**src/hdl/ssl_pkg.sv**
```systemverilog
// package: shared types and constants for the step scale to limits block
`timescale 1ns / 1ps
package ssl_pkg;

  localparam int FIELD_W = 32;           // width of the knob fields on the ports
  localparam int SUM_W   = FIELD_W + 1;  // sums and differences of two fields
  localparam int QUO_W   = 31;           // fraction bits of the Q1.31 scale
  localparam int SCALE_W = QUO_W + 1;
  localparam int LIM_W   = 31;
  localparam int CFG_IDX_W  = 2;
  localparam int CFG_DATA_W = 31;

  localparam logic [SCALE_W-1:0] SCALE_ONE = {1'b1, {QUO_W{1'b0}}};

  // register indexes of the configuration port
  localparam logic [CFG_IDX_W-1:0] REG_LIMIT_MODE     = 2'd0;
  localparam logic [CFG_IDX_W-1:0] REG_STRENGTH_LIMIT = 2'd1;
  localparam logic [CFG_IDX_W-1:0] REG_LOWER_ENABLE   = 2'd2;
  localparam logic [CFG_IDX_W-1:0] REG_UPPER_ENABLE   = 2'd3;

  // limit mode codes
  localparam logic [1:0] MODE_NONE      = 2'd0;
  localparam logic [1:0] MODE_MAGNITUDE = 2'd1;
  localparam logic [1:0] MODE_BOUNDS    = 2'd2;
  localparam logic [1:0] MODE_UNUSED    = 2'd3;  // acts as no clamping

  typedef enum logic [2:0] {
    ST_IDLE,
    ST_SUM,
    ST_CHECK,
    ST_DECIDE,
    ST_DIV,
    ST_FINISH
  } state_t;

  typedef struct packed {
    logic start;
  } div_ctl_t;

  typedef struct packed {
    logic busy;
    logic done;
  } div_sts_t;

endpackage

```
**src/hdl/ssl_if.sv**
```systemverilog
// interfaces: knob input channel and scale result channel
`timescale 1ns / 1ps
interface ssl_in_if;
  logic                               valid;
  logic                               ready;
  logic signed [ssl_pkg::FIELD_W-1:0] knob_value;
  logic signed [ssl_pkg::FIELD_W-1:0] knob_step;
  logic signed [ssl_pkg::FIELD_W-1:0] lower_bound;
  logic signed [ssl_pkg::FIELD_W-1:0] upper_bound;
  logic                               last_knob;

  modport source (
    output valid, knob_value, knob_step, lower_bound, upper_bound, last_knob,
    input  ready
  );
  modport sink (
    input  valid, knob_value, knob_step, lower_bound, upper_bound, last_knob,
    output ready
  );
endinterface

interface ssl_out_if;
  logic                               valid;
  logic                               ready;
  logic        [ssl_pkg::SCALE_W-1:0] step_scale;
  logic                               blocked;

  modport source (
    output valid, step_scale, blocked,
    input  ready
  );
  modport sink (
    input  valid, step_scale, blocked,
    output ready
  );
endinterface

```
**src/hdl/ssl_div.sv**
```systemverilog
// iterative restoring divider: Q0.31 quotient of dividend/divisor, dividend < divisor
`timescale 1ns / 1ps
module ssl_div (
  input  logic                          clk,
  input  logic                          rst_n,
  input  ssl_pkg::div_ctl_t             ctl,
  input  logic [ssl_pkg::FIELD_W-1:0]   dividend,
  input  logic [ssl_pkg::FIELD_W-1:0]   divisor,
  output ssl_pkg::div_sts_t             sts,
  output logic [ssl_pkg::QUO_W-1:0]     quotient
);

  localparam int CNT_W = $clog2(ssl_pkg::QUO_W);

  logic [ssl_pkg::FIELD_W-1:0] rem_r;
  logic [ssl_pkg::FIELD_W-1:0] den_r;
  logic [ssl_pkg::QUO_W-1:0]   quo_r;
  logic [CNT_W-1:0]            cnt_r;
  logic                        busy_r;
  logic                        done_r;

  logic [ssl_pkg::FIELD_W:0]   rem2;
  logic [ssl_pkg::FIELD_W:0]   diff;
  logic                        fits;

  assign rem2 = {rem_r, 1'b0};
  assign diff = rem2 - {1'b0, den_r};
  assign fits = rem2 >= {1'b0, den_r};

  always_ff @(posedge clk) begin
    if (!rst_n) begin
      busy_r <= 1'b0;
      done_r <= 1'b0;
      cnt_r  <= '0;
    end else begin
      done_r <= 1'b0;
      if (ctl.start) begin
        busy_r <= 1'b1;
        cnt_r  <= CNT_W'(ssl_pkg::QUO_W - 1);
      end else if (busy_r) begin
        cnt_r <= cnt_r - 1'b1;
        if (cnt_r == '0) begin
          busy_r <= 1'b0;
          done_r <= 1'b1;
        end
      end
    end
  end

  // one quotient bit a cycle, msb first
  always_ff @(posedge clk) begin
    if (ctl.start) begin
      rem_r <= dividend;
      den_r <= divisor;
      quo_r <= '0;
    end else if (busy_r) begin
      rem_r <= fits ? diff[ssl_pkg::FIELD_W-1:0] : rem2[ssl_pkg::FIELD_W-1:0];
      quo_r <= {quo_r[ssl_pkg::QUO_W-2:0], fits};
    end
  end

  assign sts.busy = busy_r;
  assign sts.done = done_r;
  assign quotient = quo_r;

endmodule

```
**src/hdl/step_scale_to_limits_core.sv**
```systemverilog
// top level: running minimum step scale over a set of knobs
//
//  channel   dir  payload                                              handshake
//  in_ch     in   knob_value, knob_step, lower_bound, upper_bound,     valid/ready
//                 last_knob
//  out_ch    out  step_scale, blocked                                  valid/ready
//  cfg_*     in   cfg_index, cfg_data                                  cfg_we, no wait
//
// a knob passes sum, check, decide and finish when it sets no ratio or its ratio is 0 or
// 1.0, and also divide for the 31 quotient steps; in_ch.ready is high only while idle
// one result is held in the output register; a last knob waits in its final cycle while
// an earlier result is still untaken
// reset clears the configuration registers, the state, the output valid and the running minimum (1.0); no clearing pass
`timescale 1ns / 1ps
module step_scale_to_limits_core #(
  parameter int VALUE_WIDTH = 32
) (
  input  logic                            clk,
  input  logic                            rst_n,
  ssl_in_if.sink                          in_ch,
  ssl_out_if.source                       out_ch,
  input  logic                            cfg_we,
  input  logic [ssl_pkg::CFG_IDX_W-1:0]   cfg_index,
  input  logic [ssl_pkg::CFG_DATA_W-1:0]  cfg_data
);

  localparam int FW = ssl_pkg::FIELD_W;
  localparam int SW = ssl_pkg::SUM_W;
  localparam int EXT_W = (VALUE_WIDTH > FW) ? FW : ((VALUE_WIDTH < 2) ? 2 : VALUE_WIDTH);
  localparam int EXT_SH = FW - EXT_W;

  function automatic logic signed [FW-1:0] sext(input logic [FW-1:0] x);
    logic signed [FW-1:0] t;
    t = $signed(x << EXT_SH);
    return t >>> EXT_SH;
  endfunction

  // configuration registers
  logic [1:0]                 limit_mode_r;
  logic [ssl_pkg::LIM_W-1:0]  strength_limit_r;
  logic                       lower_enable_r;
  logic                       upper_enable_r;

  always_ff @(posedge clk) begin
    if (!rst_n) begin
      limit_mode_r     <= ssl_pkg::MODE_NONE;
      strength_limit_r <= '0;
      lower_enable_r   <= 1'b0;
      upper_enable_r   <= 1'b0;
    end else if (cfg_we) begin
      case (cfg_index)
        ssl_pkg::REG_LIMIT_MODE:     limit_mode_r     <= cfg_data[1:0];
        ssl_pkg::REG_STRENGTH_LIMIT: strength_limit_r <= cfg_data[ssl_pkg::LIM_W-1:0];
        ssl_pkg::REG_LOWER_ENABLE:   lower_enable_r   <= cfg_data[0];
        ssl_pkg::REG_UPPER_ENABLE:   upper_enable_r   <= cfg_data[0];
        default: ;
      endcase
    end
  end

  // sequencer
  ssl_pkg::state_t state_r, state_nxt;

  logic signed [FW-1:0]       k0_r, dk_r, lo_r, hi_r;
  logic                       last_r;
  logic signed [SW-1:0]       k1_r, num_r;
  logic                       need_r, zero_r, take_r;
  logic [SW-1:0]              an_r;
  logic [FW-1:0]              ad_r;
  logic [ssl_pkg::SCALE_W-1:0] cand_r, run_min_r;
  logic                       out_valid_r;
  logic [ssl_pkg::SCALE_W-1:0] out_scale_r;
  logic                       out_blocked_r;

  ssl_pkg::div_ctl_t          div_ctl;
  ssl_pkg::div_sts_t          div_sts;
  logic [ssl_pkg::QUO_W-1:0]  div_quo;

  logic                       accept;
  logic                       out_free;
  logic                       emit;

  // sum stage
  logic signed [SW-1:0]       k1_sum, num_hi, num_lo, num_lim, target;
  // check stage
  logic [SW-1:0]              k1_mag, num_mag;
  logic [FW-1:0]              dk_mag;
  logic                       dk_zero, dk_neg, need_mag, need_bnd;
  // finish stage
  logic [ssl_pkg::SCALE_W-1:0] fin_scale;

  assign accept   = in_ch.valid && in_ch.ready;
  assign out_free = !out_valid_r || out_ch.ready;
  assign emit     = (state_r == ssl_pkg::ST_FINISH) && last_r && out_free;

  assign dk_zero = (dk_r == '0);
  assign dk_neg  = dk_r[FW-1];

  assign k1_sum  = SW'(k0_r) + SW'(dk_r);
  assign num_hi  = SW'(hi_r) - SW'(k0_r);
  assign num_lo  = SW'(lo_r) - SW'(k0_r);
  assign target  = dk_neg ? -$signed({2'b00, strength_limit_r})
                          : $signed({2'b00, strength_limit_r});
  assign num_lim = target - SW'(k0_r);

  assign k1_mag  = k1_r[SW-1] ? SW'(-k1_r) : SW'(k1_r);
  assign num_mag = num_r[SW-1] ? SW'(-num_r) : SW'(num_r);
  assign dk_mag  = dk_neg ? FW'(-dk_r) : FW'(dk_r);

  assign need_mag = (limit_mode_r == ssl_pkg::MODE_MAGNITUDE) && (strength_limit_r != '0)
                    && !dk_zero && (k1_mag > {2'b00, strength_limit_r});
  assign need_bnd = (limit_mode_r == ssl_pkg::MODE_BOUNDS) && !dk_zero
                    && ((upper_enable_r && !dk_neg && (k1_r > SW'(hi_r)))
                     || (lower_enable_r && dk_neg && (k1_r < SW'(lo_r))));

  assign fin_scale = (take_r && (cand_r < run_min_r)) ? cand_r : run_min_r;

  always_ff @(posedge clk) begin
    if (!rst_n) begin
      state_r <= ssl_pkg::ST_IDLE;
    end else begin
      state_r <= state_nxt;
    end
  end

  always_comb begin
    state_nxt     = state_r;
    div_ctl.start = 1'b0;
    case (state_r)
      ssl_pkg::ST_IDLE: begin
        if (accept) state_nxt = ssl_pkg::ST_SUM;
      end
      ssl_pkg::ST_SUM:   state_nxt = ssl_pkg::ST_CHECK;
      ssl_pkg::ST_CHECK: state_nxt = ssl_pkg::ST_DECIDE;
      ssl_pkg::ST_DECIDE: begin
        if (need_r && !zero_r && (an_r < {1'b0, ad_r})) begin
          div_ctl.start = 1'b1;
          state_nxt     = ssl_pkg::ST_DIV;
        end else begin
          state_nxt = ssl_pkg::ST_FINISH;
        end
      end
      ssl_pkg::ST_DIV: begin
        if (div_sts.done) state_nxt = ssl_pkg::ST_FINISH;
      end
      ssl_pkg::ST_FINISH: begin
        if (!last_r || out_free) state_nxt = ssl_pkg::ST_IDLE;
      end
      default: state_nxt = ssl_pkg::ST_IDLE;
    endcase
  end

  // datapath registers
  always_ff @(posedge clk) begin
    if (accept) begin
      k0_r   <= sext(in_ch.knob_value);
      dk_r   <= sext(in_ch.knob_step);
      lo_r   <= sext(in_ch.lower_bound);
      hi_r   <= sext(in_ch.upper_bound);
      last_r <= in_ch.last_knob;
    end
    if (state_r == ssl_pkg::ST_SUM) begin
      k1_r  <= k1_sum;
      num_r <= (limit_mode_r == ssl_pkg::MODE_MAGNITUDE) ? num_lim
             : (dk_neg ? num_lo : num_hi);
    end
    if (state_r == ssl_pkg::ST_CHECK) begin
      need_r <= need_mag || need_bnd;
      // ratio is negative or zero: scale 0
      zero_r <= (num_r == '0) || (num_r[SW-1] != dk_neg);
      an_r   <= num_mag;
      ad_r   <= dk_mag;
    end
    if (state_r == ssl_pkg::ST_DECIDE) begin
      take_r <= need_r;
      cand_r <= zero_r ? '0 : ssl_pkg::SCALE_ONE;
    end
    if ((state_r == ssl_pkg::ST_DIV) && div_sts.done) begin
      cand_r <= {1'b0, div_quo};
    end
    if (emit) begin
      out_scale_r   <= fin_scale;
      out_blocked_r <= (fin_scale == '0);
    end
  end

  always_ff @(posedge clk) begin
    if (!rst_n) begin
      run_min_r   <= ssl_pkg::SCALE_ONE;
      out_valid_r <= 1'b0;
    end else begin
      if (emit) begin
        run_min_r   <= ssl_pkg::SCALE_ONE;
        out_valid_r <= 1'b1;
      end else begin
        if ((state_r == ssl_pkg::ST_FINISH) && !last_r) run_min_r <= fin_scale;
        if (out_valid_r && out_ch.ready) out_valid_r <= 1'b0;
      end
    end
  end

  ssl_div u_div (
    .clk      (clk),
    .rst_n    (rst_n),
    .ctl      (div_ctl),
    .dividend (an_r[FW-1:0]),
    .divisor  (ad_r),
    .sts      (div_sts),
    .quotient (div_quo)
  );

  assign in_ch.ready       = (state_r == ssl_pkg::ST_IDLE);
  assign out_ch.valid      = out_valid_r;
  assign out_ch.step_scale = out_scale_r;
  assign out_ch.blocked    = out_blocked_r;

  // checks
  a_div_start_idle: assert property (@(posedge clk) disable iff (!rst_n)
    div_ctl.start |-> !div_sts.busy)
    else $error("divider started while busy");

  a_div_done_in_div: assert property (@(posedge clk) disable iff (!rst_n)
    div_sts.done |-> (state_r == ssl_pkg::ST_DIV))
    else $error("divider result outside the divide state");

  a_run_min_le_one: assert property (@(posedge clk) disable iff (!rst_n)
    run_min_r <= ssl_pkg::SCALE_ONE)
    else $error("running minimum above 1.0");

  a_blocked_consistent: assert property (@(posedge clk) disable iff (!rst_n)
    out_valid_r |-> (out_blocked_r == (out_scale_r == '0)))
    else $error("blocked flag does not match scale");

  a_emit_resets_min: assert property (@(posedge clk) disable iff (!rst_n)
    emit |=> (run_min_r == ssl_pkg::SCALE_ONE) && out_valid_r)
    else $error("running minimum not restarted after a result");

endmodule

```
**src/flat_wrapper.sv**
```systemverilog
// flat-port wrapper written by rule: the top's interface ports become plain ports
module step_scale_to_limits_core_flat 
#(
  parameter int VALUE_WIDTH = 32
)
  (clk, rst_n, cfg_we, cfg_index, cfg_data, in_ch_valid, in_ch_knob_value, in_ch_knob_step, in_ch_lower_bound, in_ch_upper_bound, in_ch_last_knob, in_ch_ready, out_ch_valid, out_ch_step_scale, out_ch_blocked, out_ch_ready);
  ssl_in_if in_ch_i ();
  ssl_out_if out_ch_i ();
  input  logic clk;
  input  logic rst_n;
  input  logic cfg_we;
  input  logic [ssl_pkg::CFG_IDX_W-1:0] cfg_index;
  input  logic [ssl_pkg::CFG_DATA_W-1:0] cfg_data;
  input wire logic [$bits(in_ch_i.valid)-1:0] in_ch_valid;
  input wire logic [$bits(in_ch_i.knob_value)-1:0] in_ch_knob_value;
  input wire logic [$bits(in_ch_i.knob_step)-1:0] in_ch_knob_step;
  input wire logic [$bits(in_ch_i.lower_bound)-1:0] in_ch_lower_bound;
  input wire logic [$bits(in_ch_i.upper_bound)-1:0] in_ch_upper_bound;
  input wire logic [$bits(in_ch_i.last_knob)-1:0] in_ch_last_knob;
  output wire logic [$bits(in_ch_i.ready)-1:0] in_ch_ready;
  output wire logic [$bits(out_ch_i.valid)-1:0] out_ch_valid;
  output wire logic [$bits(out_ch_i.step_scale)-1:0] out_ch_step_scale;
  output wire logic [$bits(out_ch_i.blocked)-1:0] out_ch_blocked;
  input wire logic [$bits(out_ch_i.ready)-1:0] out_ch_ready;
  assign in_ch_i.valid = in_ch_valid;
  assign in_ch_i.knob_value = in_ch_knob_value;
  assign in_ch_i.knob_step = in_ch_knob_step;
  assign in_ch_i.lower_bound = in_ch_lower_bound;
  assign in_ch_i.upper_bound = in_ch_upper_bound;
  assign in_ch_i.last_knob = in_ch_last_knob;
  assign in_ch_ready = in_ch_i.ready;
  assign out_ch_valid = out_ch_i.valid;
  assign out_ch_step_scale = out_ch_i.step_scale;
  assign out_ch_blocked = out_ch_i.blocked;
  assign out_ch_i.ready = out_ch_ready;
  step_scale_to_limits_core #(.VALUE_WIDTH(VALUE_WIDTH)) u_core (.clk(clk), .rst_n(rst_n), .in_ch(in_ch_i), .out_ch(out_ch_i), .cfg_we(cfg_we), .cfg_index(cfg_index), .cfg_data(cfg_data));
endmodule
```
**config.mk**
```make
export PLATFORM = sky130hd
export DESIGN_NAME = step_scale_to_limits_core_flat
export DESIGN_NICKNAME = d
export VERILOG_FILES = /design/src/hdl/ssl_pkg.sv /design/src/hdl/ssl_if.sv /design/src/hdl/ssl_div.sv /design/src/hdl/step_scale_to_limits_core.sv /design/src/flat_wrapper.sv
export SDC_FILE = /design/constraint.sdc
export NUM_CORES = 1
export LEC_CHECK = 0
export BUFFER_PORTS_ARGS = -buffer_cell sky130_fd_sc_hd__buf_2
export CORE_MARGIN = 2
export CORE_UTILIZATION = 65
export DETAILED_ROUTE_END_ITERATION = 10
export PLACE_DENSITY = 0.85
export SLEW_MARGIN = 20
export SYNTH_ARGS = -nofsm -noshare
export SYNTH_HDL_FRONTEND = slang
export SYNTH_SLANG_ARGS = --single-unit
```
**constraint.sdc**
```tcl
create_clock -name clk -period 15.9 [get_ports clk]
set_clock_uncertainty 0.2 [all_clocks]
set_input_delay 3.18 -clock clk [delete_from_list [all_inputs] [get_ports clk]]
set_output_delay 3.18 -clock clk [all_outputs]
set_load 0.1 [all_outputs]
```
; Word level (Yosys, flattened, before mapping)
; Index checks and enable logic that the tools add are counted.
[classes]
reduce_logical = 46
multipliers = 0
n_eq_ne = 14
magnitude_cmp = 6
n_bitwise = 2
n_shift = 0
div = 0
mux = 28
add_sub_neg = 10
[ops]
columns = operator, n
row1 = two-way mux 32 bit, 6
row2 = two-way mux 33 bit, 4
row3 = two-way mux 31 bit, 3
row4 = less-than comparator 33 x 32 -> 1 bit, 2
row5 = negator 33 bit, 2
row6 = subtractor 32 x 32 -> 33 bit, 2
row7 = zero test 32 bit, 2
row8 = adder 32 x 32 -> 33 bit, 1
row9 = >= comparator 33 x 32 -> 1 bit, 1
row10 = greater-than comparator 33 x 31 -> 1 bit, 1
row11 = greater-than comparator 33 x 32 -> 1 bit, 1
row12 = zero test 33 bit, 1
row13 = negator 31 -> 33 bit, 1
row14 = subtractor 33 x 32 -> 33 bit, 1
row15 = less-than comparator 32 bit, 1
row16 = negator 32 bit, 1
row17 = subtractor 32 bit, 1
row18 = nonzero test 31 bit, 1
row19 = logical AND 1 bit, 18
row20 = one-hot mux 3 bit (6 select lines), 1
row21 = two-way mux 5 bit, 2
row22 = two-way mux 1 bit, 9
row23 = two-way mux 3 bit, 3
row24 = AND reduction 2 bit, 4
row25 = 19 further kinds, 37
[word_totals]
elab_cells = 138
ramBits = 0
out_inout_bits = 35
input_bits = 167
memories = 0
mem_bits_ro = 0
ff_bits = 501
latch_bits = 0

; Longest topological paths before layout
; Gate-level depths: netlist of the first run.
[depth]
ltp_word = 6
mapped_depth = 18
ltp_nobuf = 18

; Hierarchy
; Synthesis of the first run repeated with hierarchy kept, for this count alone.
[unflattened]
cells_unflattened = 2868
hier_area_um2 = 29837.4
[by_module_without_submodules]
columns = mod, area_each_um2, cells_per_inst, seq_area_each_um2, n_inst
row1 = step_scale_to_limits_core, 23862.9, 2260, 11260.8, 1
row2 = ssl_div, 5974.5, 608, 2682.6, 1

; Least setup slack after synthesis of the first run
; No wires, ideal clock.
[synth_path]
path_type = in2reg
start = input in_ch_valid
end = register u_core.dk_r[0] (enable)
required_time_ps = 15199
path_buffers = 0
t_arrival_ps = 6135
setup_time_ps = 501
slack_ps = 9064
stages = 1
path_cell_list = and2_1
[synth_via]
elab_chain_len = 1
[synth_lines]
columns = item, line_no
row1 = start: declaration, flat_wrapper.sv:14  ; input wire logic [$bits(in_ch_i.valid)-1:0] in_ch_valid;
row2 = logical AND 1 bit, step_scale_to_limits_core.sv:92  ; assign accept = in_ch.valid && in_ch.ready;
row3 = end signal: assignment, step_scale_to_limits_core.sv:157  ; dk_r <= sext(in_ch.knob_step);
row4 = end: declaration, step_scale_to_limits_core.sv:64  ; logic signed [FW-1:0] k0_r, dk_r, lo_r, hi_r;
; No other way between the ends.
; A chain may end at the register's enable or synchronous reset.

; Final worst setup path of the first run
[layout_path]
start = register u_core.state_r[0]
end = output in_ch_ready
[layout_via]
elab_chain_len = 1
[layout_lines]
columns = item, line_no
row1 = start: declaration, step_scale_to_limits_core.sv:62  ; ssl_pkg::state_t state_r, state_nxt;
row2 = start signal: assignment, step_scale_to_limits_core.sv:120  ; state_r <= ssl_pkg::ST_IDLE;
row3 = start signal: assignment, step_scale_to_limits_core.sv:122  ; state_r <= state_nxt;
row4 = zero test 3 bit, step_scale_to_limits_core.sv:212  ; assign in_ch.ready = (state_r == ssl_pkg::ST_IDLE);
row5 = end: declaration, flat_wrapper.sv:20  ; output wire logic [$bits(in_ch_i.ready)-1:0] in_ch_ready;
; No other way between the ends.

==> results_dict.tcl, run 1 <==
set metrics [dict create \
    outcome "completed" \
    grt_util_met3 0.04463 \
    power.share.sequential 0.423 \
    grt_first_pass_wirelength_mm 117.4 \
    hold-worst-slack_ps 236.8 \
    max_slew.worst_pin.slew_ps 1073 \
    max_fclk_mhz 189.0 \
    ff_latch_area_um2 13940 \
    timing.final.setup_violations 0 \
    die_w_um 216.7 \
    detail_route.vias_per_cell 6.207 \
    design.portCount 202 \
    maxCapViolations 0 \
    detailedRoute.firstIterationViolations 2127 \
    crit_arrival_ps 1910 \
    die_area_um2 46940 \
    area_growth_syn_to_layout_pct 11.48 \
    number_of_global_route_vias_before_repair 22245 \
    drc_violations_left 0 \
    finalPower_w 0.004347 \
    cts_root_buf "clkbuf_16" \
    cts.hold.buffers_added 0 \
    cts_buffer_depth 3 \
    detailroute.via_count 22494 \
    cellLeakagePower_nw 13.37 \
    power.share.clock 0.290 \
    routed_wire_length_per_instance_um 20.61 \
    grt.overflow.total 0 \
    commonest_non_fill_non_tap_cell_in_the_layout "edfxtp_1" \
    worstSetupStartpointType "register" \
    firstDrtPassIters 6 \
    clock_tree.htree_level_count 2 \
    post_synthesis_cell_type_count 78 \
    synth.ff_latch_count 501 \
    num-nets-final 3422 \
    track_usage 0.3181 \
    synth.net_count 3230 \
    clkSinkCount 501 \
    setup.worst_path.class "register to output pin" \
    clk_transition_reported_paths_ps 70 \
    dp_worst_slack_ps 10490 \
    num_rows 77 \
    most_instantiated_flip_flop_cell_in_the_synthesis_netlist "edfxtp_1" \
    hpwl_mm 55.55 \
    power.share.switching 0.3269 \
    syn-instance-count 2799 \
    multi_input_comb_area_um2 14220 \
    core_area_um2 44410 \
    most_frequent_cells_in_the_layout "391 x edfxtp_1, 261 x ha_1, 255 x inv_1" \
    buffer_ports.inserted 201 \
    die_height_um 216.7 \
    pwr_density_cell_nw_per_um2 132.7 \
    critPathCaptureType "output pin" \
    grt_start_max_net_pins 71 \
    yosysSeqAreaShare 0.4744 \
    layout_min_cycle_time_ps 5290 \
    final.fill_count 2868 \
    grt.busiest_layer "met2" \
    max_slew_margin 0.2844 \
    tritoncts.num_buffers 51 \
    initial_utilization 0.6618 \
    groute.layer.met1.usage 0.4267 \
    clock_insertion_delay_worst_skew_ps 620 \
    crit_path_max_fanout 12 \
    grt.met2_usage 0.5248 \
    synth-warning-count 0 \
    postRouteWirelength_mm 74.68 \
    num_antenna_cells 0 \
    power.internal_w 0.002926 \
    buffers_inserted_during_post_cts_setup_optimization 0 \
    postLayoutCoreUtil 0.7378 \
    switching_power_w 0.001421 \
    min_path_type "register to register" \
    proportion_of_layout_cells_with_a_drive_suffix_above_1 0.1243 \
    cts_tree "done" \
    cts_resized 0 \
    finalHoldViolations 0 \
    irDropWorstVdd_mv 0.09884 \
    route.antenna.remaining_nets 0 \
    rsz_0062_raised_after_global_routing "no" \
    syn-cell-area_um2 29390 \
    post-route-period-util 0.3327 \
    fin_setup_tns_ps 0 \
    setup_ws_ps 10610 \
    synth-edff-count 391 \
    comb_power_share 0.287 \
    antenna_violations_before_repair 0 \
    asyncSetResetFlopFracSynth 0 \
    timing.final.max_slew_violations 0 \
    gp_congestion 0.9616 \
    avgSynthCellArea_um2 10.50 \
    cp_data_required_time_ps 12520 \
]
[kinds of logic after synthesis]
logic type,Yosys count,share of synthesized area
compound gates,626,0.1400
mux,126,0.04465
simple gates,745,0.1249
flops,501,0.4744
buf+inv,337,0.04325
xor+xnor,200,0.05959
fa+ha+maj,264,0.1131
[cell type report]
| cell class | instances | share of cell area |
|---|---|---|
| Clock buffer | 66 | 0.04223 |
| Clock inverter | 28 | 0.01092 |
| Inverter | 256 | 0.02932 |
| Multi-Input combinational cell | 1961 | 0.4341 |
| Sequential cell | 501 | 0.4255 |
| Tap cell | 592 | 0.02260 |
| Timing Repair Buffer | 220 | 0.03528 |
[Yosys cell counts (40+ instances only)]
cell	n	area share
and2_1	40	0.0085
mux2i_1	94	0.032
a21boi_0	41	0.010
clkbuf_1	65	0.0083
o21ai_0	137	0.023
a21o_1	82	0.021
edfxtp_1	391	0.40
dfxtp_1	110	0.075
xnor2_1	169	0.050
inv_1	256	0.033
nand2_1	239	0.031
ha_1	261	0.11
a21oi_1	131	0.022
nor2_1	169	0.022
[per-layer routing]
| metal | part of all wire | vias to the layer above |
|---|---|---|
| li1 | - | 10568 |
| met1 | 0.41 | 10750 |
| met2 | 0.47 | 1004 |
| met3 | 0.075 | 172 |
| met4 | 0.040 | 0 |
| met5 | 0 | - |
[worst paths after layout]
path,cells after the start,endpoint,from,slack [ps]
worst min-delay path,0,u_core.u_div.den_r[12]$_DFFE_PP_,u_core.ad_r[12]$_DFFE_PP_,240
worst min register to register,0,u_core.u_div.den_r[12]$_DFFE_PP_,u_core.ad_r[12]$_DFFE_PP_,240
worst max register to register,12,u_core.num_r[30]$_DFFE_PP_,u_core.dk_r[31]$_DFFE_PP_,10840
worst max-delay path,2,in_ch_ready,u_core.state_r[0]$_SDFFE_PN0P_,10610
[flip-flops by register name, summed over array words and instances, names as in the netlist, 32 cells and up]
register	flops
u_core.an_r	33
u_core.k1_r	33
u_core.num_r	33
u_core.ad_r	32
u_core.cand_r	32
u_core.dk_r	32
u_core.hi_r	32
u_core.k0_r	32
u_core.lo_r	32
u_core.out_ch.step_scale	32
u_core.run_min_r	32
u_core.u_div.den_r	32
u_core.u_div.rem_r	32
[per-stage QoR]
stage / area [um^2] / cells
after floorplan: 29390 / 2799
after global placement: 31010 / 3529
after detailed placement: 31030 / 3530
after CTS: 32770 / 3624
after global routing: 32770 / 3624
final: 32770 / 3624
[critical path: stages, from the launching register on]
cell and delay, ps:
dfxtp_1 430, nor3_1 360, buf_2 500
[power groups by stage]
stage	Sequential, W	Clock (W)	Combinational [W]
global placement	0.00185	0	0.00115
global route	0.00185	0.00132	0.00137
CTS	0.00183	0.00127	0.00123
floorplan	0.00181	0	0.000904
finish	0.00184	0.00126	0.00125
detailed placement	0.00186	0	0.00121
No activity file was read; power rests on OpenSTA's default activity.
==> run 2, diff against run 1 <==
--- a/config.mk
+++ b/config.mk
@@ -7,9 +7,9 @@
 export LEC_CHECK = 0
 export BUFFER_PORTS_ARGS = -buffer_cell sky130_fd_sc_hd__buf_2
 export CORE_MARGIN = 2
-export CORE_UTILIZATION = 65
+export CORE_UTILIZATION = 62
 export DETAILED_ROUTE_END_ITERATION = 10
-export PLACE_DENSITY = 0.85
+export PLACE_DENSITY = 0.81
 export SLEW_MARGIN = 20
 export SYNTH_ARGS = -nofsm -noshare
 export SYNTH_HDL_FRONTEND = slang
==> constraint.sdc (replaced) <==
create_clock -name clk -period 5.05 [get_ports clk]
set_clock_uncertainty 0.2 [all_clocks]
set_input_delay 1.01 -clock clk [delete_from_list [all_inputs] [get_ports clk]]
set_output_delay 1.01 -clock clk [all_outputs]
set_load 0.1 [all_outputs]
==> run 2 against run 1 <==
  * The flow now finishes with violations (design-rule violations)
  * Power grew to 3.2 times the previous value
  * Register-to-register slack lost 11000 ps
  * Setup slack lost 10000 ps
  * Cell count grew 0.69%
  * Utilization shrank 3.0 points
  * Global-route usage shrank 1.7 points
  * Clock power grew to 3.2 times the previous value
  * Via count shrank 1.2%
  * Design area grew 0.72%
  * First-iteration DRC count grew 7.3%
  * Largest cell class unchanged
==> results_dict.tcl, run 2 (synthesis results as in run 1) <==
set metrics [dict create \
    cts.hold.buffers_added 0 \
    clkSinkCount 501 \
    worst-r2r-cell-count 17 \
    timing.final.max_slew_violations 0 \
    die_w_um 221.7 \
    crit_arrival_ps 4950 \
    area_growth_syn_to_layout_pct 12.29 \
    drc_violations_left 5 \
    post-route-period-util 0.9504 \
    cts_buffer_depth 3 \
    gp_congestion 0.9351 \
    core_area_um2 46650 \
    routed_wire_length_per_instance_um 20.57 \
    postRouteWirelength_mm 75.05 \
    grt_util_met3 0.03737 \
    grt.busiest_layer "met2" \
    groute.layer.met1.usage 0.4114 \
    stdcell_area_um2 33010 \
    design.portCount 202 \
    worst_hold_path.endpoint "u_core.u_div.den_r[20]$_DFFE_PP_" \
    firstDrtPassIters 9 \
    timing.rr.start "u_core.strength_limit_r[7]$_SDFFE_PN0P_" \
    track_usage 0.3011 \
    worstSetupStartpointType "register" \
    initial_utilization 0.6300 \
    grt.overflow.total 0 \
    grt_start_max_net_pins 129 \
    outcome "finished, violations left" \
    clk_transition_reported_paths_ps 60 \
    number_of_global_route_vias_before_repair 21708 \
    crit_path_max_fanout 6 \
    most_frequent_cells_in_the_layout "391 x edfxtp_1, 261 x ha_1, 255 x inv_1" \
    detail_route.vias_per_cell 6.090 \
    hpwl_mm 56.54 \
    setup.worst_path.class "register to register" \
    die_area_um2 49170 \
    pwr_density_cell_nw_per_um2 418.5 \
    tritoncts.num_buffers 51 \
    detailroute.via_count 22223 \
    rsz_0062_raised_after_global_routing "no" \
    proportion_of_layout_cells_with_a_drive_suffix_above_1 0.1312 \
    min_path_type "register to register" \
    critPathCaptureType "register" \
    die_height_um 221.7 \
    timing.final.setup_violations 0 \
    postLayoutCoreUtil 0.7074 \
    route.antenna.remaining_nets 0 \
    layout_min_cycle_time_ps 4800 \
    maxCapViolations 0 \
    crit-reg2reg-capture "u_core.num_r[29]$_DFFE_PP_" \
    layout_top_registers "u_core.an_r x33, u_core.k1_r x33, u_core.num_r x33" \
    finalHoldViolations 0 \
    cts_tree "done" \
    grt.met2_usage 0.4932 \
    timing.hold.worst.start "u_core.ad_r[20]$_DFFE_PP_" \
    max_slew.worst_pin.slew_ps 1096 \
    grt_first_pass_wirelength_mm 117.0 \
    buffers_inserted_during_post_cts_setup_optimization 0 \
    max_slew_margin 0.2696 \
    num_rows 79 \
    detailedRoute.firstIterationViolations 2282 \
    cellLeakagePower_nw 13.45 \
    num_antenna_cells 0 \
    irDropWorstVdd_mv 0.3050 \
    num-nets-final 3430 \
    antenna_violations_before_repair 0 \
    hold_path_stages 0 \
    max_fclk_mhz 208.4 \
    clock_insertion_delay_worst_skew_ps 640 \
    cp_data_required_time_ps 5200 \
    violations_in_the_final_reports "design-rule violations" \
    commonest_non_fill_non_tap_cell_in_the_layout "edfxtp_1" \
    clock_tree.htree_level_count 2 \
    cts_root_buf "clkbuf_16" \
    timing.reg2reg.setup_slack_ps 250 \
    buffer_ports.inserted 201 \
    dpl-instance-area_um2 31110 \
]
-- run 2: metrics by stage --
step	cells	worst slack [ps]	power, W	TNS (ps)	hold WS, ps
after floorplan	2799	-1213	0.008532	-174430	217.6
after global placement	3551	204.7	0.009537	0	234.5
after detailed placement	3552	101.2	0.009675	0	236.8
after CTS	3648	94.10	0.01379	0	228.2
after global routing	3649	5.163	0.01448	0	250.0
final	3649	250.4	0.01381	0	236.4
-- run 2: what timing repair did --
| action | in CTS | in global routing |
|---|---|---|
| endpoints found under the setup margin | 0 | 4 |
| hold endpoints to repair | 0 | 0 |
| resized for setup | 0 | 8 |
-- run 2: worst max-delay path by stage --
stage                                                  startpoint                    endpoint  slack (ps)  cells after the start
after floorplan                    u_core.state_r[1]$_SDFFE_PN0P_    u_core.ad_r[0]$_DFFE_PP_       -1210                      2
after global routing      u_core.strength_limit_r[2]$_SDFFE_PN0P_  u_core.num_r[30]$_DFFE_PP_           5                     16
after detailed placement  u_core.strength_limit_r[7]$_SDFFE_PN0P_  u_core.num_r[29]$_DFFE_PP_         100                     17
after global placement    u_core.strength_limit_r[7]$_SDFFE_PN0P_  u_core.num_r[29]$_DFFE_PP_         200                     17
after CTS                 u_core.strength_limit_r[7]$_SDFFE_PN0P_  u_core.num_r[29]$_DFFE_PP_          90                     17
final                     u_core.strength_limit_r[7]$_SDFFE_PN0P_  u_core.num_r[29]$_DFFE_PP_         250                     17
-- run 2: critical path: stages (launching register included) --
cell and delay, ps:
dfxtp_1 370, or4_4 550, or3_4 360, or3_2 540, o21ai_1 180, xnor2_1 130
nand2_1 60, o21ai_0 120, ha_1 340, or2_2 310, a21oi_1 150, a21oi_1 90
a22o_1 280, nor3_2 140, a211oi_1 120, o21ai_1 240, nor3b_1 90, a211o_1 270
-- run 2: layout make-up --
class,count,area [um^2]
sequential,501,13940
tap,607,759.5
multi-input combinational,1961,14260
timing repair buffer,228,1232
clock inverter,34,451.7
inverter,256,960.9
fill,3315,13650
clock buffer,62,1400
-- run 2: layer usage --
| metal | share of wire | vias up | wire, um |
|---|---|---|---|
| met2 | 0.46 | 820 | 34630 |
| met3 | 0.058 | 156 | 4322 |
| met5 | 0 | - | 0 |
| met4 | 0.041 | 0 | 3084 |
| met1 | 0.44 | 10679 | 33020 |
| li1 | - | 10568 | - |
-- run 2: power breakdown --
group / switching (W) / leakage (nW) / internal (W)
sequential: 0.000562 / 4.50 / 0.00526
combinational: 0.00226 / 8.07 / 0.00165
clock: 0.00171 / 0.884 / 0.00237
total: 0.00453 / 13.4 / 0.00928
